File: config.mk
export PLATFORM = sky130hd
export DESIGN_NAME = home_controller_record_deframer_unit
export DESIGN_NICKNAME = d
export VERILOG_FILES = /design/src/rtl/core/hcrd_pkg.sv /design/src/rtl/core/home_controller_record_deframer_unit.sv /design/src/rtl/core/hcrd_front.sv /design/src/rtl/core/hcrd_queue.sv /design/src/rtl/core/hcrd_back.sv
export SDC_FILE = /design/constraint.sdc
export NUM_CORES = 1
export LEC_CHECK = 0
export BUFFER_PORTS_ARGS = -buffer_cell sky130_fd_sc_hd__buf_4
export CORE_UTILIZATION = 50
export CTS_CLUSTER_SIZE = 12
export DETAILED_ROUTE_END_ITERATION = 7
export PLACE_DENSITY_LB_ADDON = 0.15
export SLEW_MARGIN = 5
export SYNTH_ARGS = -nofsm -noshare
export SYNTH_HDL_FRONTEND = slang
export SYNTH_SLANG_ARGS = --single-unit
export TNS_END_PERCENT = 20
File: constraint.sdc
create_clock -name clk -period 4.4 [get_ports clk]
set_input_delay 0.44 -clock clk [delete_from_list [all_inputs] [get_ports clk]]
set_output_delay 0.44 -clock clk [all_outputs]
set_load 0.1 [all_outputs]
File: src/rtl/core/hcrd_pkg.sv
// Shared types and constants of the record deframer.
`default_nettype none
package hcrd_pkg;

	localparam int unsigned QUEUE_DEPTH = 2;

	localparam logic [2:0] KIND_TIME    = 3'd0;
	localparam logic [2:0] KIND_X10     = 3'd1;
	localparam logic [2:0] KIND_NET     = 3'd2;
	localparam logic [2:0] KIND_DIN     = 3'd3;
	localparam logic [2:0] KIND_DOUT    = 3'd4;
	localparam logic [2:0] KIND_ANALOG  = 3'd5;
	localparam logic [2:0] KIND_CONSOLE = 3'd6;
	localparam logic [2:0] KIND_UNKNOWN = 3'd7;

	localparam logic [7:0] CH_DOLLAR = 8'h24;
	localparam logic [7:0] CH_A      = 8'h41;

	localparam logic [7:0] TYPE_TIME    = 8'h80;
	localparam logic [7:0] TYPE_X10     = 8'h81;
	localparam logic [7:0] TYPE_DIN     = 8'h82;
	localparam logic [7:0] TYPE_DOUT    = 8'h83;
	localparam logic [7:0] TYPE_ANALOG  = 8'h84;
	localparam logic [7:0] TYPE_SKIP5   = 8'h85;
	localparam logic [7:0] TYPE_NET     = 8'h86;
	localparam logic [7:0] TYPE_SKIP2   = 8'h87;
	localparam logic [7:0] TYPE_CONSOLE = 8'h88;

	localparam logic [3:0] NIB_X10    = 4'd1;
	localparam logic [3:0] NIB_DIN    = 4'd2;
	localparam logic [3:0] NIB_DOUT   = 4'd3;
	localparam logic [3:0] NIB_ANALOG = 4'd4;
	localparam logic [3:0] NIB_NET    = 4'd6;

	localparam logic [7:0] SUB_BANK1 = 8'd8;
	localparam logic [7:0] SUB_BANK2 = 8'd96;

	typedef enum logic [2:0] {
		PH_IDLE,
		PH_TYPE,
		PH_HEAD,
		PH_LOW,
		PH_HIGH,
		PH_TIME,
		PH_SKIP,
		PH_CONSOLE
	} phase_t;

	typedef struct packed {
		logic [2:0]  kind;
		logic [7:0]  index;
		logic [1:0]  bank;
		logic [15:0] data;
		logic        last;
	} cmd_t;

endpackage
`default_nettype wire

File: src/rtl/core/home_controller_record_deframer_unit.sv
// Top level of the home-controller record deframer.
//
//   channel   direction  handshake              payload
//   input     in         in_valid / in_ready    rx_byte
//   output    out        out_valid / out_ready  record_kind, item_index, item_bank,
//                                               item_value, last_of_record
//
// One byte is accepted per cycle while the request queue has room.
// A result is written into the request queue and then into the output register before it appears on the output.
// The queue of QueueDepth entries lets the parser keep taking bytes while
// the output register waits; in_ready falls only when the queue is full.
// Reset returns the parser to waiting for '$' and empties the queue.
`default_nettype none
module home_controller_record_deframer_unit #(
	parameter int unsigned QueueDepth = hcrd_pkg::QUEUE_DEPTH
) (
	input  wire logic        clk,
	input  wire logic        arst_n,
	input  wire logic        in_valid,
	output logic             in_ready,
	input  wire logic [7:0]  rx_byte,
	output logic             out_valid,
	input  wire logic        out_ready,
	output logic [2:0]       record_kind,
	output logic [7:0]       item_index,
	output logic [1:0]       item_bank,
	output logic [15:0]      item_value,
	output logic             last_of_record
);

	logic           push;
	logic           pop;
	logic           q_full;
	logic           q_empty;
	hcrd_pkg::cmd_t push_cmd;
	hcrd_pkg::cmd_t head;

	hcrd_front u_front (
		.clk      (clk),
		.arst_n   (arst_n),
		.in_valid (in_valid),
		.in_ready (in_ready),
		.rx_byte  (rx_byte),
		.q_full   (q_full),
		.push     (push),
		.cmd      (push_cmd)
	);

	hcrd_queue #(
		.Depth (QueueDepth)
	) u_queue (
		.clk      (clk),
		.arst_n   (arst_n),
		.push     (push),
		.push_cmd (push_cmd),
		.full     (q_full),
		.pop      (pop),
		.empty    (q_empty),
		.head     (head)
	);

	hcrd_back u_back (
		.clk            (clk),
		.arst_n         (arst_n),
		.q_empty        (q_empty),
		.head           (head),
		.pop            (pop),
		.out_valid      (out_valid),
		.out_ready      (out_ready),
		.record_kind    (record_kind),
		.item_index     (item_index),
		.item_bank      (item_bank),
		.item_value     (item_value),
		.last_of_record (last_of_record)
	);

endmodule
`default_nettype wire

File: src/rtl/core/hcrd_front.sv
// Front end: byte parser that tracks record framing and issues requests.
`default_nettype none
module hcrd_front (
	input  wire logic          clk,
	input  wire logic          arst_n,
	input  wire logic          in_valid,
	output logic               in_ready,
	input  wire logic [7:0]    rx_byte,
	input  wire logic          q_full,
	output logic               push,
	output hcrd_pkg::cmd_t     cmd
);

	hcrd_pkg::phase_t phase_q, phase_d;
	logic [3:0] kind_q, kind_d;
	logic [5:0] left_q, left_d;
	logic [7:0] idx_q, idx_d;
	logic [7:0] low_q, low_d;
	logic [1:0] bank_q, bank_d;
	logic       take;
	logic [1:0] sub_bank;

	assign in_ready = !q_full;
	assign take     = in_valid && in_ready;

	always_comb begin
		if (rx_byte == hcrd_pkg::SUB_BANK1)
			sub_bank = 2'd1;
		else if (rx_byte == hcrd_pkg::SUB_BANK2)
			sub_bank = 2'd2;
		else
			sub_bank = 2'd0;
	end

	always_comb begin
		phase_d = phase_q;
		unique case (phase_q)
			hcrd_pkg::PH_IDLE: begin
				if (rx_byte == hcrd_pkg::CH_DOLLAR)
					phase_d = hcrd_pkg::PH_TYPE;
			end
			hcrd_pkg::PH_TYPE: begin
				phase_d = hcrd_pkg::PH_IDLE;
				if (rx_byte[7]) begin
					case (rx_byte) inside
						hcrd_pkg::TYPE_TIME: phase_d = hcrd_pkg::PH_TIME;
						hcrd_pkg::TYPE_X10, hcrd_pkg::TYPE_DIN, hcrd_pkg::TYPE_DOUT,
						hcrd_pkg::TYPE_ANALOG, hcrd_pkg::TYPE_NET:
							phase_d = hcrd_pkg::PH_HEAD;
						hcrd_pkg::TYPE_SKIP5, hcrd_pkg::TYPE_SKIP2:
							phase_d = hcrd_pkg::PH_SKIP;
						hcrd_pkg::TYPE_CONSOLE: phase_d = hcrd_pkg::PH_CONSOLE;
						default: phase_d = hcrd_pkg::PH_IDLE;
					endcase
				end
			end
			hcrd_pkg::PH_HEAD: begin
				case (kind_q) inside
					hcrd_pkg::NIB_X10, hcrd_pkg::NIB_DIN, hcrd_pkg::NIB_DOUT,
					hcrd_pkg::NIB_ANALOG, hcrd_pkg::NIB_NET:
						phase_d = hcrd_pkg::PH_LOW;
					default: phase_d = hcrd_pkg::PH_IDLE;
				endcase
			end
			hcrd_pkg::PH_LOW: begin
				if (kind_q == hcrd_pkg::NIB_X10 || kind_q == hcrd_pkg::NIB_ANALOG)
					phase_d = hcrd_pkg::PH_HIGH;
				else
					phase_d = hcrd_pkg::PH_IDLE;
			end
			hcrd_pkg::PH_HIGH: begin
				if (kind_q == hcrd_pkg::NIB_ANALOG && left_q > 6'd1)
					phase_d = hcrd_pkg::PH_LOW;
				else
					phase_d = hcrd_pkg::PH_IDLE;
			end
			hcrd_pkg::PH_TIME: begin
				if (left_q <= 6'd1 || left_q > 6'd8)
					phase_d = hcrd_pkg::PH_IDLE;
			end
			hcrd_pkg::PH_SKIP: begin
				if (left_q <= 6'd1)
					phase_d = hcrd_pkg::PH_IDLE;
			end
			hcrd_pkg::PH_CONSOLE: begin
				if (rx_byte == 8'd0)
					phase_d = hcrd_pkg::PH_IDLE;
			end
			default: phase_d = hcrd_pkg::PH_IDLE;
		endcase
	end

	always_comb begin
		push   = 1'b0;
		cmd    = '0;
		kind_d = kind_q;
		left_d = left_q;
		idx_d  = idx_q;
		low_d  = low_q;
		bank_d = bank_q;
		unique case (phase_q)
			hcrd_pkg::PH_IDLE: begin
			end
			hcrd_pkg::PH_TYPE: begin
				kind_d = rx_byte[3:0];
				if (rx_byte[7]) begin
					case (rx_byte) inside
						hcrd_pkg::TYPE_TIME:    left_d = 6'd8;
						hcrd_pkg::TYPE_SKIP5:   left_d = 6'd5;
						hcrd_pkg::TYPE_SKIP2:   left_d = 6'd2;
						hcrd_pkg::TYPE_CONSOLE: idx_d  = 8'd0;
						hcrd_pkg::TYPE_X10, hcrd_pkg::TYPE_DIN, hcrd_pkg::TYPE_DOUT,
						hcrd_pkg::TYPE_ANALOG, hcrd_pkg::TYPE_NET: begin
						end
						default: begin
							push     = 1'b1;
							cmd.kind = hcrd_pkg::KIND_UNKNOWN;
							cmd.data = {8'd0, rx_byte};
							cmd.last = 1'b1;
						end
					endcase
				end
			end
			hcrd_pkg::PH_HEAD: begin
				case (kind_q) inside
					hcrd_pkg::NIB_X10: idx_d = rx_byte - hcrd_pkg::CH_A;
					hcrd_pkg::NIB_DIN, hcrd_pkg::NIB_DOUT, hcrd_pkg::NIB_NET:
						idx_d = rx_byte;
					hcrd_pkg::NIB_ANALOG: begin
						bank_d = sub_bank;
						left_d = (sub_bank == 2'd2) ? 6'd16 : 6'd8;
						idx_d  = 8'd0;
					end
					default: begin
					end
				endcase
			end
			hcrd_pkg::PH_LOW: begin
				case (kind_q) inside
					hcrd_pkg::NIB_X10, hcrd_pkg::NIB_ANALOG: low_d = rx_byte;
					hcrd_pkg::NIB_DIN, hcrd_pkg::NIB_DOUT: begin
						push      = 1'b1;
						cmd.kind  = (kind_q == hcrd_pkg::NIB_DIN) ?
							hcrd_pkg::KIND_DIN : hcrd_pkg::KIND_DOUT;
						cmd.index = idx_q;
						cmd.data  = {8'd0, rx_byte};
						cmd.last  = 1'b1;
					end
					hcrd_pkg::NIB_NET: begin
						push      = 1'b1;
						cmd.kind  = hcrd_pkg::KIND_NET;
						cmd.index = idx_q;
						cmd.data  = {8'd0, rx_byte};
						cmd.last  = 1'b1;
					end
					default: begin
					end
				endcase
			end
			hcrd_pkg::PH_HIGH: begin
				if (kind_q == hcrd_pkg::NIB_X10) begin
					push      = 1'b1;
					cmd.kind  = hcrd_pkg::KIND_X10;
					cmd.index = idx_q;
					cmd.data  = {rx_byte, low_q};
					cmd.last  = 1'b1;
				end else if (kind_q == hcrd_pkg::NIB_ANALOG && left_q != 6'd0) begin
					push      = 1'b1;
					cmd.kind  = hcrd_pkg::KIND_ANALOG;
					cmd.index = idx_q;
					cmd.bank  = bank_q;
					cmd.data  = {rx_byte, low_q};
					cmd.last  = (left_q == 6'd1);
					left_d    = left_q - 6'd1;
					idx_d     = idx_q + 8'd1;
				end
			end
			hcrd_pkg::PH_TIME: begin
				if (left_q != 6'd0 && left_q <= 6'd8) begin
					push      = 1'b1;
					cmd.kind  = hcrd_pkg::KIND_TIME;
					cmd.index = {4'd0, 4'd8 - left_q[3:0]};
					cmd.data  = {8'd0, rx_byte};
					cmd.last  = (left_q == 6'd1);
					left_d    = left_q - 6'd1;
				end
			end
			hcrd_pkg::PH_SKIP: begin
				if (left_q != 6'd0)
					left_d = left_q - 6'd1;
			end
			hcrd_pkg::PH_CONSOLE: begin
				push      = 1'b1;
				cmd.kind  = hcrd_pkg::KIND_CONSOLE;
				cmd.index = idx_q;
				cmd.data  = {8'd0, rx_byte};
				cmd.last  = (rx_byte == 8'd0);
				idx_d     = idx_q + 8'd1;
			end
			default: begin
			end
		endcase
		push = push && take;
	end

	always_ff @(posedge clk or negedge arst_n) begin
		if (!arst_n) begin
			phase_q <= hcrd_pkg::PH_IDLE;
			kind_q  <= '0;
			left_q  <= '0;
			idx_q   <= '0;
			low_q   <= '0;
			bank_q  <= '0;
		end else if (take) begin
			phase_q <= phase_d;
			kind_q  <= kind_d;
			left_q  <= left_d;
			idx_q   <= idx_d;
			low_q   <= low_d;
			bank_q  <= bank_d;
		end
	end

endmodule
`default_nettype wire

File: src/rtl/core/hcrd_queue.sv
// Short request queue between parser and result stage.
`default_nettype none
module hcrd_queue #(
	parameter int unsigned Depth = hcrd_pkg::QUEUE_DEPTH
) (
	input  wire logic           clk,
	input  wire logic           arst_n,
	input  wire logic           push,
	input  wire hcrd_pkg::cmd_t push_cmd,
	output logic                full,
	input  wire logic           pop,
	output logic                empty,
	output hcrd_pkg::cmd_t      head
);

	localparam int unsigned PtrW = (Depth > 1) ? $clog2(Depth) : 1;
	localparam int unsigned CntW = $clog2(Depth + 1);

	hcrd_pkg::cmd_t mem_q [Depth];
	logic [PtrW-1:0] wr_ptr_q, rd_ptr_q;
	logic [CntW-1:0] count_q;

	assign full  = (count_q == CntW'(Depth));
	assign empty = (count_q == '0);
	assign head  = mem_q[rd_ptr_q];

	always_ff @(posedge clk) begin
		if (push)
			mem_q[wr_ptr_q] <= push_cmd;
	end

	always_ff @(posedge clk or negedge arst_n) begin
		if (!arst_n) begin
			wr_ptr_q <= '0;
			rd_ptr_q <= '0;
			count_q  <= '0;
		end else begin
			if (push)
				wr_ptr_q <= (wr_ptr_q == PtrW'(Depth - 1)) ? '0 : wr_ptr_q + 1'b1;
			if (pop)
				rd_ptr_q <= (rd_ptr_q == PtrW'(Depth - 1)) ? '0 : rd_ptr_q + 1'b1;
			if (push && !pop)
				count_q <= count_q + 1'b1;
			else if (pop && !push)
				count_q <= count_q - 1'b1;
		end
	end

	a_no_overflow: assert property (@(posedge clk) disable iff (!arst_n)
		!(push && full))
		else $error("request pushed into full queue");

	a_no_underflow: assert property (@(posedge clk) disable iff (!arst_n)
		!(pop && empty))
		else $error("request popped from empty queue");

	a_count_bound: assert property (@(posedge clk) disable iff (!arst_n)
		count_q <= CntW'(Depth))
		else $error("queue count beyond depth");

endmodule
`default_nettype wire

File: src/rtl/core/hcrd_back.sv
// Back end: turns queued requests into result fields and holds the output register.
`default_nettype none
module hcrd_back (
	input  wire logic           clk,
	input  wire logic           arst_n,
	input  wire logic           q_empty,
	input  wire hcrd_pkg::cmd_t head,
	output logic                pop,
	output logic                out_valid,
	input  wire logic           out_ready,
	output logic [2:0]          record_kind,
	output logic [7:0]          item_index,
	output logic [1:0]          item_bank,
	output logic [15:0]         item_value,
	output logic                last_of_record
);

	logic        valid_q;
	logic [2:0]  kind_q;
	logic [7:0]  index_q;
	logic [1:0]  bank_q;
	logic [15:0] value_q;
	logic        last_q;

	logic [7:0]  index_d;
	logic [15:0] value_d;
	logic [7:0]  bcd_bin;
	logic [2:0]  net_type;
	logic [1:0]  net_status;

	assign pop = !q_empty && (!valid_q || out_ready);

	always_comb begin
		bcd_bin    = ({4'd0, head.data[7:4]} << 3) + ({4'd0, head.data[7:4]} << 1)
			+ {4'd0, head.data[3:0]};
		net_type   = head.index[7] ? 3'd7 : head.index[6:4];
		net_status = (head.data[7:0] > 8'd3) ? 2'd3 : head.data[1:0];
		index_d    = head.index;
		value_d    = head.data;
		case (head.kind)
			hcrd_pkg::KIND_TIME: value_d = {8'd0, bcd_bin};
			hcrd_pkg::KIND_NET: begin
				index_d = {4'd0, head.index[3:0]};
				value_d = {11'd0, net_type, net_status};
			end
			default: begin
			end
		endcase
	end

	always_ff @(posedge clk or negedge arst_n) begin
		if (!arst_n)
			valid_q <= 1'b0;
		else if (pop)
			valid_q <= 1'b1;
		else if (out_ready)
			valid_q <= 1'b0;
	end

	always_ff @(posedge clk) begin
		if (pop) begin
			kind_q  <= head.kind;
			index_q <= index_d;
			bank_q  <= head.bank;
			value_q <= value_d;
			last_q  <= head.last;
		end
	end

	assign out_valid      = valid_q;
	assign record_kind    = kind_q;
	assign item_index     = index_q;
	assign item_bank      = bank_q;
	assign item_value     = value_q;
	assign last_of_record = last_q;

	a_time_range: assert property (@(posedge clk) disable iff (!arst_n)
		(valid_q && kind_q == hcrd_pkg::KIND_TIME) |-> (value_q < 16'd166 && index_q < 8'd8))
		else $error("time field out of range");

endmodule
`default_nettype wire

## After elaboration in Yosys (flattened, before gate mapping)

Memories as Yosys holds them, arrays and structs flattened.
Cells that the tools add are included.

- Add/subtract/negate cells: 10
- Multiply operators: 0
- Divide/modulo/power cells: 0
- Magnitude comparators: 5
- Eq/ne operators: 46
- Shifts and indexed selects: 0
- Multiplexer cells: 92
- Bitwise operators: 2
- Reduce and logical (&&, ||, !) cells: 37

Operator list:

| cell | number |
|---|---|
| $mux 17 | 8 |
| $pmux 17 s5 | 1 |
| $mux 8 | 10 |
| $eq 8x8->1 const B | 9 |
| $mux 6 | 11 |
| $pmux 8 s4 | 2 |
| $mux 3 | 18 |
| $mux 11 | 3 |
| $pmux 16 s2 | 1 |
| $mux 30 | 1 |
| $pmux 6 s5 | 1 |
| $mux 9 | 3 |
| $pmux 3 s8 | 1 |
| $mux 1 | 18 |
| $mux 2 | 9 |
| $ne 2x1->1 const B | 9 |
| $pmux 3 s5 | 1 |
| $ne 2x2->1 const B | 7 |
| $eq 3x3->1 const B | 4 |
| $reduce_and 11->1 | 1 |
| $mux 10 | 1 |
| $reduce_and 10->1 | 1 |
| $reduce_and 5->1 | 2 |
| $reduce_or 5->1 | 2 |
| other kinds (43) | 68 |

- Register bits after elaboration: 66
- Latch bits: 0
- Memory bits (writable): 60
- Memory bits (read-only): 0
- Input bits: 12
- Output and inout bits: 32
- Word-level logic and storage cells: 209
- Memories kept: 1

Memory list:

| memory | depth | width | read ports | clocked after memory_dff | write ports | line | RTL |
|---|---|---|---|---|---|---|---|
| u_queue.mem_q | 2 | 30 | 1 | 0 | 1 | hcrd_queue.sv:19 | `hcrd_pkg::cmd_t mem_q [Depth];` |

## Longest topological paths before layout

Gate-level depths: netlist (run 1).

- Depth in word-level cells: 14
- Gate-level depth with buffers: 13
- Mapped depth without buffers: 11

## By module

Synthesis (run 1) repeated with hierarchy kept, for this count alone.

- Cells, all modules: 543
- Area total of the unflattened synthesis: 6530.0 µm²

Modules (own cells, without submodules):

| module | instances | cells an instance | area an instance (µm²) | sequential area each (µm²) |
|---|---|---|---|---|
| hcrd_front | 1 | 338 | 2755.1 | 775.7 |
| hcrd_queue | 1 | 109 | 2359.8 | 1901.8 |
| hcrd_back | 1 | 96 | 1415.1 | 925.9 |

## Least setup slack after synthesis (run 1)

No wires, ideal clock.

- Path type: register -> register
- Start point: reg u_queue.count_q[0]
- End point: mem u_queue.mem_q[0][0] (netlist bit) (enable)
- Setup time: 0.421 ns
- Data arrival time: 3.260 ns
- Required time: 3.979 ns
- Setup slack: 0.719 ns
- Cell stages (with the launch flop): 6
- Buffers on the path: 0
- Period minus slack after synthesis: 3.681 ns
- Cell sequence: dfrtp_1 -> nand2b_1 -> and2_1 -> o21ai_0 -> a31oi_1 -> nor2b_1

- Word-level cells in the longest chain between the ends: 6

RTL lines:

| what | line | RTL |
|---|---|---|
| start: declaration | hcrd_queue.sv:21 | `logic [CntW-1:0] count_q;` |
| start signal: assignment | hcrd_queue.sv:43 | `count_q <= count_q + 1'b1;` |
| start signal: assignment | hcrd_queue.sv:45 | `count_q <= count_q - 1'b1;` |
| $eq 2x2->1 | hcrd_queue.sv:23 | `assign full = (count_q == CntW'(Depth));` |
| $logic_not 1->1 | hcrd_front.sv:23 | `assign in_ready = !q_full;` |
| named net in_ready | home_controller_record_deframer_unit.sv:20 | `output logic in_ready,` |
| $logic_and 1x1->1 | hcrd_front.sv:24 | `assign take = in_valid && in_ready;` |
| $logic_and 1x1->1 | hcrd_front.sv:203 | `push = push && take;` |
| named net push | home_controller_record_deframer_unit.sv:31 | `logic push;` |
| $mux 1 | hcrd_queue.sv:28 | `if (push)` |
| $mux 1 (implied by the code) | hcrd_queue.sv:29 | `mem_q[wr_ptr_q] <= push_cmd;` |
| end: declaration | hcrd_queue.sv:19 |  |

The timed path passes the listed nets, and every way through them passes these cells.

## Final worst setup path (run 1)

- Start point: reg u_queue.rd_ptr_q
- End point: reg u_back.value_q[6] (netlist: u_back.item_value[6]) (data pin)

- Word-level cells in the longest chain between the ends: 4
- Elaborated cells on any way between the ends: 6
- Those cells by class: add/sub (2); eq/ne (1); mux (1); reduce/logical (1); memory (1)

RTL lines:

| what | line | RTL |
|---|---|---|
| start: declaration | hcrd_queue.sv:20 | `logic [PtrW-1:0] wr_ptr_q, rd_ptr_q;` |
| start signal: assignment | hcrd_queue.sv:41 | `rd_ptr_q <= (rd_ptr_q == PtrW'(Depth - 1)) ? '0 : rd_ptr_q + 1'b1;` |
| $mem_v2 2x30 * | -- |  |
| $add 7x5->8 | hcrd_back.sv:34 | `bcd_bin = ({4'd0, head.data[7:4]} << 3) + ({4'd0, head.data[7:4]} << 1)` |
| $add 8x4->8 | hcrd_back.sv:35 | `+ {4'd0, head.data[3:0]};` |
| $pmux 16 s2 * | hcrd_back.sv:40 | `case (head.kind)` |
| named net u_back.value_d[6] | hcrd_back.sv:26 | `logic [15:0] value_d;` |
| end signal: assignment | hcrd_back.sv:65 | `value_q <= value_d;` |
| end: declaration | hcrd_back.sv:22 | `logic [15:0] value_q;` |

The timed path passes the listed nets; every way through them passes the cells marked *.
A chain may end at the register's enable or synchronous reset.

==> run summary, run 1 <==
The tools report the net total in the final layout as 624. The share of the clock period used by the worst path works out to 76.10%. The final sum of negative setup slack was 0 ns; the highest net fanout along the worst path was 21. The detailed-route DRC error count is 0, and the data arrival at the endpoint of the critical path is 3.51 ns. For the all-layer global routing usage, the log shows 23.21%. The type of destination of the critical path was a flip-flop. In this run the number of H-tree levels came out at 4.

The most critical setup path has its endpoint at u_back.item_value[6]$_DFFE_PP_. In this design, the stage delay of the slowest critical-path cell is 0.95 ns. TritonCTS built the clock tree.

In this run, the number of DRC markers left after iteration 0 of detailed routing was 327. The fraction of layout instances using a drive strength above 1 was 19.93%. The tools report the count of cell types in the netlist as 71. The filler cells instantiated in the layout total 1086. Summing all placed instances gives a cell area of 6955 um2. For this configuration, the core starts out at a cell density of 51.20%. The count of state elements after synthesis is 126, and the largest voltage drop on the vdd net is 0.0004328 V. The critical path goes through buf_4, mux2i_1, inv_1, ha_1, ha_1, a21o_1, a21oi_1, xnor2_1, o22ai_1. Entering global routing, the biggest net connects 37 pins. At the pin with the least slew margin, the transition time is 1.185 ns. The routed wire length per instance works out to 18.21 um. The startpoint identified for the worst register-to-register timing path is u_queue.rd_ptr_q$_DFFE_PN0P_. For this design the top-level I/O count stands at 44.

The worst register-to-register path ends at u_back.item_value[6]$_DFFE_PP_. Synthesis produced 548 cells. The die is 115.7 um tall. The logs give 0 for the number of buffers added for setup after CTS and 10160 um for the HPWL after detailed placement. The total overflow left after global routing is 0. Counting I/O delays and the setup requirement, the final critical path takes 3.349 ns. The insertion delay of the later-clocked pin in the worst-skew pair is 0.42 ns, and the number of cell instances on the worst register-to-register path is 9.

The worst slack after detailed placement came out at 1.046 ns. Counting stages on the worst path, the most repeated cell is sky130_fd_sc_hd__ha_1. The hold violation total from the final report came out at 0.

In this run the deepest clock path goes through 2 buffers. The multi-input combinational cells in the finished layout cover a total of 2675 um2. In this run the tightest slew margin relative to its limit is 20.94%. The final layout contains routed wiring with a total length of 14190 um. The tools report the number of global-route vias before repair as 4410. On the critical path, the stage with the largest delay is an instance of sky130_fd_sc_hd__dfrtp_1. The total clock buffers created by CTS is 17.

The tools report the number of standard-cell rows in the floorplan as 41. The count of buffers inserted at the top-level ports works out to 43. The tools report the critical path startpoint category as a flip-flop. The core region is 12620 um2. The critical path starts at u_queue.rd_ptr_q$_DFFE_PN0P_. Max-cap violations in this run came to 0. The number of setup violations in the final report was 0. The cell sitting at the root of the clock tree is a sky130_fd_sc_hd__clkbuf_16. The logs give 0 for the diode insertion count for antenna repair and 7562 um2 for the post-route standard cell area excluding fillers. The run gives 59.92% as the core occupancy in the finished layout.

The flow ran to the end, and the final reports show no timing, DRC or antenna violations. The power per cell area is 713.5 nW/um2, and the total number of clock tree sinks is 126. The worst setup slack after layout came out at 1.051 ns.

Setup repair after global routing left no endpoint under its margin. The number of enable-type register cells in the synthesized netlist works out to 90. The total nets after synthesis came out at 578. After synthesis, flip-flops and latches occupy 55.77% of the total area. The kind of path behind the tightest hold check was in2reg. The logs give 4541 for the via count of the routed design and 0.007938 ns for the setup clock skew after layout. Measured along the x axis, the die boundary spans 115.7 um.

The clock transition at the registers of the reported paths was 0.06 ns. The type of the worst setup path is reg2reg. The mean instance size in the synthesized netlist was 11.79 um2; the residual antenna-violating net count after detailed routing was 0. Yosys printed 0 warnings.

STA puts the critical path data required time at 4.56 ns. Summing every instance area after synthesis gives 6461 um2. Total die area: 13380 um2. The number of antenna violations at the first check in global routing came out at 0. The highest achievable clock rate came out at 298.6 MHz. The worst register-to-register path has a setup slack of 1.05 ns. The relative area change from synthesis to final layout came out at 17.04%. Routability-driven placement finished with a final weighted congestion of 0.8965. In the routed layout, each cell is associated on average with a via count of 5.829. The run gives 0 as the number of max-slew violations in the final report. The most instantiated flip-flop cell in the synthesis netlist is sky130_fd_sc_hd__edfxtp_1. For this design the static power due to leakage is 0.002920 uW. The global-route wire length before repair was 22920 um; the async set-reset flop share out of synthesis was 28.57%. Registers take 3603 um2. The count of TritonRoute iterations in the first routing pass was 5.
==> final cells by class <==
cell class	count	share of cell area, %
inverter	23	1.142
tap	172	2.846
multi-input combinational	375	35.37
clock buffer	18	5.675
sequential	126	47.65
clock inverter	14	2.217
timing repair buffer	51	5.096
==> worst min path at each step <==
stage	start	endpoint	cells past startpoint
2_1_floorplan	arst_n	u_back.out_valid$_DFFE_PN0P_	0
3_3_place_gp	arst_n	u_front.left_q[4]$_DFFE_PN0P_	1
3_5_place_dp	arst_n	u_front.left_q[4]$_DFFE_PN0P_	1
4_1_cts	out_ready	u_back.out_valid$_DFFE_PN0P_	3
5_1_grt	out_ready	u_back.out_valid$_DFFE_PN0P_	3
6_report	out_ready	u_back.out_valid$_DFFE_PN0P_	3
==> sequential cells by signal, summed over array words and instances, names as in the netlist, 2 cells and up <==
register and count:
u_back.item_bank 2, u_front.low_q 8, u_front.idx_q 8, u_back.record_kind 3
u_front.kind_q 4, u_front.phase_q 3, u_queue.count_q 2, u_front.left_q 6
u_queue.mem_q 60, u_front.bank_q 2, u_back.item_value 16, u_back.item_index 8
==> cells in the final DEF, fill, tap and decap left out, types with 7 or more instances in the layout <==
master and n:
sky130_fd_sc_hd__mux2i_1 22, sky130_fd_sc_hd__a21oi_1 19, sky130_fd_sc_hd__edfxtp_1 90, sky130_fd_sc_hd__nor3_1 9
sky130_fd_sc_hd__o21ai_0 22, sky130_fd_sc_hd__o2bb2ai_1 11, sky130_fd_sc_hd__nor2b_1 10, sky130_fd_sc_hd__nand2b_1 9
sky130_fd_sc_hd__and2_1 16, sky130_fd_sc_hd__dfrtp_1 36, sky130_fd_sc_hd__nand3_1 17, sky130_fd_sc_hd__buf_4 50
sky130_fd_sc_hd__nor2_1 40, sky130_fd_sc_hd__clkbuf_16 17, sky130_fd_sc_hd__inv_1 23, sky130_fd_sc_hd__mux2_2 22
sky130_fd_sc_hd__a22o_1 9, sky130_fd_sc_hd__xnor2_1 9, sky130_fd_sc_hd__nand2_1 39, sky130_fd_sc_hd__nand4_1 8
sky130_fd_sc_hd__a31oi_1 7, sky130_fd_sc_hd__o22ai_1 7, sky130_fd_sc_hd__ha_1 16
==> per-layer routing <==
layer,part of all wire (%),global-route usage [%]
met5,0,0
met4,2.3,10.94
met3,5.3,4.812
met2,49,38.28
met1,43,29.46
==> critical path, delay by kind of cell (launching register included) <==
family	cells	cell delay (ns)
flops	1	0.95
fa+ha+maj	2	0.64
buf+inv	2	0.50
compound gates	3	0.44
mux	1	0.44
xor+xnor	1	0.13
==> stage by stage <==
| step | instances | power [uW] | hold WS [ns] |
|---|---|---|---|
| final | 779 | 5396 | 0.2971 |
| after global routing | 779 | 5643 | 0.3284 |
| after CTS | 779 | 5433 | 0.2863 |
| after detailed placement | 746 | 4024 | 0.4341 |
| after global placement | 746 | 3999 | 0.4294 |
| after floorplan | 548 | 3539 | 0.1444 |
==> power breakdown <==
part | internal [uW] | total, uW | switching, uW | leakage (uW)
Clock | 887 | 1390 | 507 | 0.000278
Sequential | 1570 | 1750 | 175 | 0.00132
Combinational | 618 | 2250 | 1640 | 0.00132
Total | 3080 | 5400 | 2320 | 0.00292
==> cell usage after synthesis, types with 4 or more instances <==
| cell type | number | area share, % |
|---|---|---|
| sky130_fd_sc_hd__edfxtp_1 | 90 | 42 |
| sky130_fd_sc_hd__nor2_1 | 40 | 2.3 |
| sky130_fd_sc_hd__nand2_1 | 39 | 2.3 |
| sky130_fd_sc_hd__dfrtp_1 | 36 | 14 |
| sky130_fd_sc_hd__inv_1 | 23 | 1.3 |
| sky130_fd_sc_hd__mux2_2 | 22 | 3.8 |
| sky130_fd_sc_hd__mux2i_1 | 22 | 3.4 |
| sky130_fd_sc_hd__o21ai_0 | 22 | 1.7 |
| sky130_fd_sc_hd__a21oi_1 | 19 | 1.5 |
| sky130_fd_sc_hd__nand3_1 | 17 | 1.3 |
| sky130_fd_sc_hd__and2_1 | 16 | 1.5 |
| sky130_fd_sc_hd__ha_1 | 16 | 3.1 |
| sky130_fd_sc_hd__clkbuf_1 | 15 | 0.87 |
| sky130_fd_sc_hd__nor2b_1 | 11 | 1.1 |
| sky130_fd_sc_hd__o2bb2ai_1 | 11 | 1.5 |
| sky130_fd_sc_hd__a22o_1 | 9 | 1.2 |
| sky130_fd_sc_hd__nand2b_1 | 9 | 0.87 |
| sky130_fd_sc_hd__nor3_1 | 9 | 0.70 |
| sky130_fd_sc_hd__xnor2_1 | 9 | 1.2 |
| sky130_fd_sc_hd__nand4_1 | 8 | 0.77 |
| sky130_fd_sc_hd__a31oi_1 | 7 | 0.68 |
| sky130_fd_sc_hd__o22ai_1 | 7 | 0.68 |
| sky130_fd_sc_hd__a21o_1 | 6 | 0.70 |
| sky130_fd_sc_hd__nor3b_1 | 5 | 0.58 |
| sky130_fd_sc_hd__o211ai_1 | 5 | 0.58 |
| sky130_fd_sc_hd__xor2_1 | 5 | 0.68 |
| sky130_fd_sc_hd__buf_2 | 4 | 0.31 |
==> kinds of logic (layout without fill, tap and decap cells) <==
logic type	after synthesis	after routing	share of synthesized area, %
simple gates	180	180	14.91
flops	126	126	55.77
compound gates	116	116	12.84
mux	47	47	7.882
buf+inv	47	106	2.982
fa+ha+maj	18	18	3.718
xor+xnor	14	14	1.898
==> timing repair <==
item,CTS,global route
hold buffers,1,0
resized for setup,0,0
setup endpoints to repair,0,0
endpoints found under the hold margin,36,0
Power figures use the tool's default switching activity.
==> run 2: changes to the inputs <==
- ABC_AREA: default -> 1
- clock period: 4.4 -> 3.1 ns (I/O delays scaled with it)
==> run 2 against run 1 <==
Against the previous run:
- sequential cell count stayed put
- first-iteration DRC count rose by 65%
- worst hold slack worse by 0.20 ns
- via count up 15%
- combinational power up 67%
- synthesized area up 1.4%
==> run summary, run 2 <==
For the number of max-slew violations in the final report, the log shows 0 (unchanged). The run gives 37 (unchanged) as the pin count of the biggest net entering global routing. Highest achievable clock rate: 359.0 MHz (+20%). Yosys attributes the largest share of cell area to sky130_fd_sc_hd__edfxtp_1 41%, sky130_fd_sc_hd__nand2_1 15%, sky130_fd_sc_hd__dfrtp_1 14%, sky130_fd_sc_hd__nand3_1 3.5%, sky130_fd_sc_hd__inv_1 3.1%.

Final-layout fill cell count: 1094 (+0.74%). The maximum single-stage delay on the critical path is 0.59 ns (-0.36 ns), and the cell count after synthesis is 737 (+34%). For the wire length on met3, the log shows 867 um (+15%). The total power after layout was 8259 uW (+53%). The HPWL after detailed placement is 10900 um (+7.3%), and the placeable core region is 12720 um2 (+0.81%).

The sequential cell area was 3603 um2 (unchanged). The share of the synthesized area in the top cell type is 41.24% (-0.58 points). The tools report the end point of the critical path as u_back.item_value[6]$_DFFE_PP_. Startpoint of the worst register-to-register path: u_queue.rd_ptr_q$_DFFE_PN0P_. The number of enable-type register cells in the synthesized netlist is 90 (unchanged). The tools report the setup clock skew after layout as 0.007782 ns (-0.0001566 ns). The top cell types in the final layout, fill and taps aside, are 257 x sky130_fd_sc_hd__nand2_1, 90 x sky130_fd_sc_hd__edfxtp_1, 54 x sky130_fd_sc_hd__inv_1. The critical path is of the reg2reg type. The total nets after synthesis is 767 (+33%).

The mean instance size in the synthesized netlist is 8.891 um2 (-25%). The final sum of negative setup slack was 0 ns (unchanged); the worst path required time was 3.27 ns (-1.29 ns). The logs give 4 (unchanged) for the level count of the clock H-tree and 0 (unchanged) for the max-cap check violation count. Summed over all instances, the cell type with the most area after synthesis is sky130_fd_sc_hd__edfxtp_1.

The number of buffers and inverters on the critical path is 3 (+1). Signal routing reaches up to met4. The largest voltage drop on the vdd net was 0.0004233 V (-2.2%); the diode insertion count for antenna repair was 0 (unchanged). For the slack of the worst reg-to-reg path, the log shows 0.31 ns (-0.74 ns).

The count of buffers inserted at the top-level ports came out at 43 (unchanged). The launch point of the worst path is u_queue.rd_ptr_q$_DFFE_PN0P_. The number of gates on the worst path with buffers counted was 14 (+5); the number of antenna violations at the first check in global routing was 0 (unchanged).

The run gives 0 (unchanged) as the post-CTS resize count. Ranked by instance count, the synthesized netlist is headed by 257 x sky130_fd_sc_hd__nand2_1, 90 x sky130_fd_sc_hd__edfxtp_1, 54 x sky130_fd_sc_hd__inv_1. Among the stages of the critical path, the cell type that occurs most often is sky130_fd_sc_hd__nand2_1. The total clock buffers created by CTS came out at 17 (unchanged). Die width: 116.5 um (+0.69%). The starting density of the core is 51.50% (+0.31 points).

The worst slack after detailed placement is 0.3224 ns (-0.7240 ns). TritonCTS built the clock tree. The highest net fanout along the worst path was 17 (-19%); the total number of clock tree sinks was 126 (unchanged). The count of state elements after synthesis works out to 126 (unchanged). The warning count from the yosys run was 0 (unchanged); the routed wire length on met2 was 7384 um (+5.2%).

For the number of setup violations in the final report, the log shows 0 (unchanged). The run finished with clean final reports. The data arrival at the endpoint of the critical path is 2.95 ns (-0.56 ns). The via count of the routed design came out at 5228 (+15%).

The number of buffers on the longest clock path came out at 2 (unchanged). The share of the clock period used by the worst path was 89.87% (+14 points); the async set-reset flop share out of synthesis was 28.57% (unchanged). The total leakage power was 0.003457 uW (+18%); the final routed wirelength across all metal layers was 15350 um (+8.2%).

The logs give 41 (unchanged) for the number of standard-cell rows in the floorplan and 0 (unchanged) for the residual overflow from global routing. The tools report the worst max-slew margin expressed relative to the limit as 44.39% (+23 points). The multi-input logic area came out at 2609 um2 (-2.5%). Setup repair after global routing left no endpoint under its margin. The tools report the global-route wire length before repair as 25230 um (+10%). The area growth from synthesis to layout is 17.74%. Walking the worst path, the cells encountered are inv_2, nand2_1, nand2_1, fa_1, inv_1, fa_1, inv_1, nand2_1, nand2_1, nand2_1, nand2_1, nand2_1, nand3_1, nand2_1.

Register with the highest flop count: u_queue.mem_q. The power per cell area was 1071 nW/um2 (+50%). The tools report the all-layer global routing usage as 25.05% (+1.8 points). The most common cell in the synthesized netlist is sky130_fd_sc_hd__nand2_1. The count of TritonRoute iterations in the first routing pass is 6 (+1). The met1 layer wirelength in the final routing was 6762 um (+11%). Master cell of the clock root buffer: sky130_fd_sc_hd__clkbuf_16.

The number of buffers added for setup after CTS is 0 (unchanged). The slowest stage of the critical path is the sky130_fd_sc_hd__fa_1 cell. The tools report the count of cell types in the netlist as 39 (-45%). The insertion delay of the later-clocked pin in the worst-skew pair came out at 0.42 ns (about the same). The detailed-route DRC error count is 0 (unchanged), and the number of global-route vias before repair is 5090 (+15%). Number of cell instances on the worst register-to-register path: 14 (+5).

The logs give 0 (unchanged) for the residual antenna-violating net count after detailed routing and 0 (unchanged) for the hold violation total from the final report. The clock period minus worst slack is 2.786 ns (-0.5627 ns). The type of destination of the critical path is a flip-flop. The logs give 539 (+65%) for the violation count after the first detailed-route iteration and 0.3141 ns (-0.7373 ns) for the worst setup slack after layout. The routed wire length per instance was 15.67 um (-14%). The kind of cell adding the most delay to the critical path is adder cells. Y dimension of the die: 116.5 um (+0.69%).

The count of pins on the block boundary is 44 (unchanged). For the total die area, the log shows 13570 um2 (+1.4%). The worst register-to-register path ends at u_back.item_value[6]$_DFFE_PP_.

The via count normalized by instance count came out at 5.335 (-8.5%). The critical path startpoint category was a flip-flop. The actual slew at the worst max-slew pin is 0.8310 ns (-0.3535 ns), and the sequential element share of the synthesized area is 54.99% (-0.78 points).

The number of flip-flops in the largest register works out to 60 (unchanged). The kind of path behind the tightest hold check was in2reg. The most used flip-flop cell after synthesis is sky130_fd_sc_hd__edfxtp_1.

The net total in the final layout came out at 825 (+32%). The synthesized area was 6553 um2 (+1.4%); the fraction of layout instances using a drive strength above 1 was 16.83% (-3.1 points). The routability congestion estimate from global placement is 0.9206 (+2.7%), and the clock transition at the registers of the reported paths is 0.05 ns (about the same).

The leading cell type in the layout, fill and taps excluded was sky130_fd_sc_hd__nand2_1.
[run 2: cell families after synthesis]
kind of cell    Yosys count  synth area share [%]
simple gates            407                 27.25
flops                   126                 54.99
buf+inv                  89                 5.404
compound gates           87                 7.314
fa+ha+maj                18                 3.666
xor+xnor                  8                 1.069
mux                       2                0.3055
[run 2: cell type report]
type / count / share of cell area, %
Timing Repair Buffer: 53 / 5.190
Clock buffer: 19 / 5.611
Sequential cell: 126 / 46.71
Tap cell: 172 / 2.789
Inverter: 75 / 3.665
Multi-Input combinational cell: 522 / 33.81
Clock inverter: 13 / 2.222
[run 2: worst min path at each step]
| stage | cells after the start | from | end |
|---|---|---|---|
| after global routing | 2 | out_ready | u_back.out_valid$_DFFE_PN0P_ |
| after CTS | 2 | out_ready | u_back.out_valid$_DFFE_PN0P_ |
| after detailed placement | 1 | arst_n | u_back.out_valid$_DFFE_PN0P_ |
| after global placement | 1 | arst_n | u_back.out_valid$_DFFE_PN0P_ |
| final | 2 | out_ready | u_back.out_valid$_DFFE_PN0P_ |
| after floorplan | 0 | arst_n | u_back.out_valid$_DFFE_PN0P_ |
[run 2: power breakdown]
group / total (uW) / internal (uW) / switching [uW]
clock: 2040 / 1330 / 706
combinational: 3760 / 850 / 2910
sequential: 2460 / 2300 / 166
[run 2: timing repair]
action	4_1_cts	5_1_grt
endpoints found under the hold margin	36	0
endpoints found under the setup margin	0	0
hold buffers	1	0
[run 2: per-layer routing]
layer | vias up | global-route usage (%)
met5 | - | 0
met4 | 0 | 10.94
met3 | 33 | 5.345
met2 | 190 | 40.39
met1 | 2443 | 32.65
li1 | 2562 | -
[run 2: stage by stage]
step                hold WS (ns)  cell area, um2  utilization (%)  instances
CTS                      0.09331            7715            60.64        980
finish                    0.1018            7715            60.64        980
detailed placement        0.3274            7101            55.81        947
floorplan                0.01441            6556                -        737
global route             0.09877            7715            60.64        980
global placement          0.3127            7101            55.81        947
==> run 3: changes to the inputs <==
- CORE_UTILIZATION: 50 -> 55
- SYNTH_HIERARCHICAL: default -> 1
==> run 3 against run 2 <==
Against the previous run:
- routed wire length is 0.21% higher
- global-route usage up 1.2 points
- register-to-register slack improved by 0.06 ns
- setup slack better by 0.064 ns
- fmax rose by 2.4%
- first-iteration DRC count is 17% lower
- critical endpoint is now u_queue/mem_q[0][12]$_DFFE_PP_
- largest power group unchanged
==> run summary, run 3 <==
The run finished with clean final reports. The post-placement cell area came out at 7209 um2 (+1.5%). Leaving out fill and tap cells, the most frequent cell in the layout is sky130_fd_sc_hd__nand2_1. For the net total in the final layout, the log shows 795 (-3.6%).

The type of the worst setup path is reg2reg. Clock tree synthesis selected as its root buffer the cell sky130_fd_sc_hd__clkbuf_16. The actual slew at the worst max-slew pin was 0.7733 ns (-0.05773 ns); the highest achievable clock rate was 367.4 MHz (+2.4%).

The count of buffers inserted at the top-level ports was 43 (unchanged); the cell count after synthesis was 708 (-3.9%). The relative area change from synthesis to final layout was 17.04%. For the total nets after synthesis, the log shows 738 (-3.8%). For the final sum of negative setup slack, the log shows 0 ns (unchanged).

The tools report the total die area as 12680 um2 (-6.6%). The share of the synthesized area in the top cell type came out at 40.18% (-1.1 points). The setup clock skew after layout is 0.006802 ns (-0.0009797 ns). The worst path required time was 3.22 ns (-0.05 ns).

The largest voltage drop on the vdd net is 0.0004131 V (-2.4%), and the starting density of the core is 56.23% (+4.7 points). The violation count after the first detailed-route iteration came out at 450 (-17%). The count of state elements after synthesis is 126 (unchanged). The tools report the count of pins on the block boundary as 44 (unchanged). Setup repair after global routing left no endpoint under its margin. By area, the combinational part of the netlist is dominated by simple AND/OR/NAND/NOR gates. The tools report the sequential element share of the synthesized area as 53.57% (-1.4 points). By area the synthesized netlist is led by sky130_fd_sc_hd__edfxtp_1 40%, sky130_fd_sc_hd__dfrtp_1 13%, sky130_fd_sc_hd__nand2_1 11%, sky130_fd_sc_hd__mux2_2 5.0%, sky130_fd_sc_hd__inv_1 3.7%.

The hold violation total from the final report is 0 (unchanged). For the number of antenna violations at the first check in global routing, the log shows 0 (unchanged). The fraction of the mapped netlist area in compound gates is 5.562% (-1.8 points). The async set-reset flop share out of synthesis is 28.57% (unchanged), and the number of cell instances on the worst register-to-register path is 12 (-2).

Among all flip-flop cells after synthesis, the most frequent one is sky130_fd_sc_hd__edfxtp_1. The routability congestion estimate from global placement is 0.9360 (+1.7%), and the number of setup violations in the final report is 0 (unchanged). The path with the worst hold slack has its endpoint at u_back/out_valid$_DFFE_PN0P_. The insertion delay of the later-clocked pin in the worst-skew pair was 0.42 ns (about the same); the total leakage power was 0.003484 uW (+0.79%).

The power per cell area was 1028 nW/um2 (-4.0%); the level count of the clock H-tree was 4 (unchanged). TritonCTS built the clock tree. Number of flip-flops in the largest register: 60 (unchanged). The startpoint of the worst register-to-register path was u_front/left_q[0]$_DFFE_PN0P_. The residual overflow from global routing came out at 0 (unchanged). The library cells used most frequently in the layout, excluding fill and tap cells, are 206 x sky130_fd_sc_hd__nand2_1, 90 x sky130_fd_sc_hd__edfxtp_1, 66 x sky130_fd_sc_hd__inv_1. The routed wire length per instance came out at 16.63 um (+6.2%). Counting flops per register, the top entry is u_queue/mem_q.

The sequential cell area came out at 3603 um2 (unchanged). In this run the critical register-to-register path is captured at u_queue/mem_q[0][12]$_DFFE_PP_. The mean instance size in the synthesized netlist works out to 9.501 um2 (+6.9%). For the HPWL after detailed placement, the log shows 10900 um (about the same). The final-layout fill cell count is 965 (-12%), and the total clock buffers created by CTS is 17 (unchanged). The via count of the routed design was 5085 (-2.7%); the final hold slack was 0.1634 ns (+0.06164 ns). For the diode insertion count for antenna repair, the log shows 0 (unchanged). The max-cap check violation count was 0 (unchanged). The via count normalized by instance count is 5.497 (+3.0%). The most common cell in the synthesized netlist is sky130_fd_sc_hd__nand2_1. The basic-gate share of the synthesized area counting and, or, nand and nor cells is 25.24% (-2.0 points), and the final routed wirelength across all metal layers is 15390 um (+0.21%). The number of global-route vias before repair came out at 5067 (-0.45%). The count of TritonRoute iterations in the first routing pass came out at 7 (+1).

For the total number of clock tree sinks, the log shows 126 (unchanged). For the count of cell types in the netlist, the log shows 42 (+7.7%). The highest net fanout along the worst path is 30 (+13). Counting instances in the post-synthesis netlist gives the leading cell types as 206 x sky130_fd_sc_hd__nand2_1, 90 x sky130_fd_sc_hd__edfxtp_1, 66 x sky130_fd_sc_hd__inv_1. The post-route standard cell area excluding fillers was 7873 um2 (+2.0%); the die width was 112.6 um (-3.3%).

The clock transition at the registers of the reported paths was 0.05 ns (about the same). Number of max-slew violations in the final report: 0 (unchanged). The worst hold path begins at out_ready. The run gives 2 (unchanged) as the number of buffers on the longest clock path. The warning count from the yosys run is 6 (+6). The detailed-route DRC error count was 0 (unchanged); the xor/xnor share of the synthesized area was 0.9115% (-0.16 points).

Share of the clock period used by the worst path: 87.80% (-2.1 points). The synthesized area was 6726 um2 (+2.7%). The path class of the tightest hold or removal check is in2reg. The tools report the global-route wire length before repair as 24940 um (-1.1%).

Cell type contributing the most total cell area after synthesis: sky130_fd_sc_hd__edfxtp_1. Fraction of layout instances using a drive strength above 1: 22.37% (+5.5 points). Pin count of the biggest net entering global routing: 37 (unchanged). The tools report the number of standard-cell rows in the floorplan as 40 (-2.4%). The adder-cell area share of the yosys netlist came out at 3.571% (-0.095 points).

The all-layer global routing usage is 26.26% (+1.2 points), and the share of synthesized area spent on multiplexers is 5.022% (+4.7 points). Number of enable-type register cells in the synthesized netlist: 90 (unchanged). Slack of the worst reg-to-reg path: 0.38 ns (+0.06 ns). The tools report the multi-input logic area as 2725 um2 (+4.5%). The residual antenna-violating net count after detailed routing was 0 (unchanged); the data arrival at the endpoint of the critical path was 2.84 ns (-0.11 ns). The cell count of the worst hold path was 4 (+2); the placeable core region was 11960 um2 (-6.0%). The clock period minus worst slack works out to 2.722 ns (-0.06399 ns).

Y dimension of the die: 112.6 um (-3.3%). The type of destination of the critical path is a flip-flop. STA classifies the critical path startpoint as a flip-flop. The tools report the worst max-slew margin expressed relative to the limit as 47.79% (+3.4 points).
## run 3: changes by cell type after synthesis, sizes merged, moves of 3 or more
cell	before	now
nand3	49	54
nor3	7	3
mux2	0	30
or2	7	2
nor2	65	77
clkbuf	3	0
a21oi	26	10
inv	73	81
nand2	265	221
## run 3: where the power goes
group / leakage [uW] / switching, uW / internal [uW]
clock: 0.000316 / 745 / 1450
combinational: 0.00185 / 2610 / 873
sequential: 0.00132 / 170 / 2250
total: 0.00348 / 3520 / 4570
## run 3: layout make-up
cell class,instances,share of cell area (%)
Timing Repair Buffer,49,5.022
Tap cell,147,2.336
Clock inverter,13,2.670
Sequential cell,126,45.77
Inverter,82,3.957
Multi-Input combinational cell,489,34.62
Clock buffer,19,5.626
## run 3: worst max path at each step
stage	startpoint	end	slack [ns]	cells past startpoint
6_report	u_front/left_q[0]$_DFFE_PN0P_	u_queue/mem_q[0][12]$_DFFE_PP_	0.38	12
5_1_grt	u_front/left_q[0]$_DFFE_PN0P_	u_queue/mem_q[0][12]$_DFFE_PP_	0.20	12
4_1_cts	u_front/left_q[0]$_DFFE_PN0P_	u_queue/mem_q[0][28]$_DFFE_PP_	0.37	12
3_5_place_dp	u_front/left_q[0]$_DFFE_PN0P_	u_queue/mem_q[0][17]$_DFFE_PP_	0.41	12
3_3_place_gp	u_queue/rd_ptr_q$_DFFE_PN0P_	u_back/item_value[4]$_DFFE_PP_	0.51	8
2_1_floorplan	u_front/left_q[0]$_DFFE_PN0P_	u_queue/mem_q[0][0]$_DFFE_PP_	0.43	12
## run 3: cells by family after synthesis
group                    count (synthesis)
AO/OA/AOI/OAI                           64
AND/OR/NAND/NOR                        370
adder cells (fa/ha/maj)                 18
XOR/XNOR                                 7
buffers and inverters                   93
multiplexers                            30
flip-flops                             126
## run 3: metrics by stage
step	power [uW]	cells	utilization [%]	setup slack (ns)
after floorplan	5196	708	-	0.4308
after global placement	5841	892	60.27	0.5112
after detailed placement	5906	892	60.27	0.4119
after CTS	8127	925	65.82	0.3742
after global routing	8444	925	65.82	0.1993
final	8093	925	65.82	0.3781
## run 3: worst max-delay path, cell delays in order, from the launching register on
cell,delay (ns)
sky130_fd_sc_hd__dfrtp_1,0.41
sky130_fd_sc_hd__inv_1,0.08
sky130_fd_sc_hd__ha_1,0.25
sky130_fd_sc_hd__nand3_1,0.17
sky130_fd_sc_hd__nand2_1,0.16
sky130_fd_sc_hd__a21oi_4,0.37
sky130_fd_sc_hd__inv_2,0.18
sky130_fd_sc_hd__nand3_1,0.15
sky130_fd_sc_hd__nand2_1,0.07
sky130_fd_sc_hd__inv_1,0.13
sky130_fd_sc_hd__inv_1,0.07
sky130_fd_sc_hd__nor2_2,0.13
sky130_fd_sc_hd__buf_12,0.22
## run 3: metal layers
layer	track usage [%]	wire length (um)	up-vias
met5	0	0	-
met3	6.425	964	26
met4	12.00	328	0
li1	-	-	2469
met2	44.77	7618	175
met1	31.49	6474	2415
## run 3: timing repair
| action | in CTS | in global routing |
|---|---|---|
| gates resized for setup | 0 | 0 |
| hold buffers | 1 | 0 |
| hold endpoints to repair | 36 | 0 |
| setup buffers | 0 | 0 |
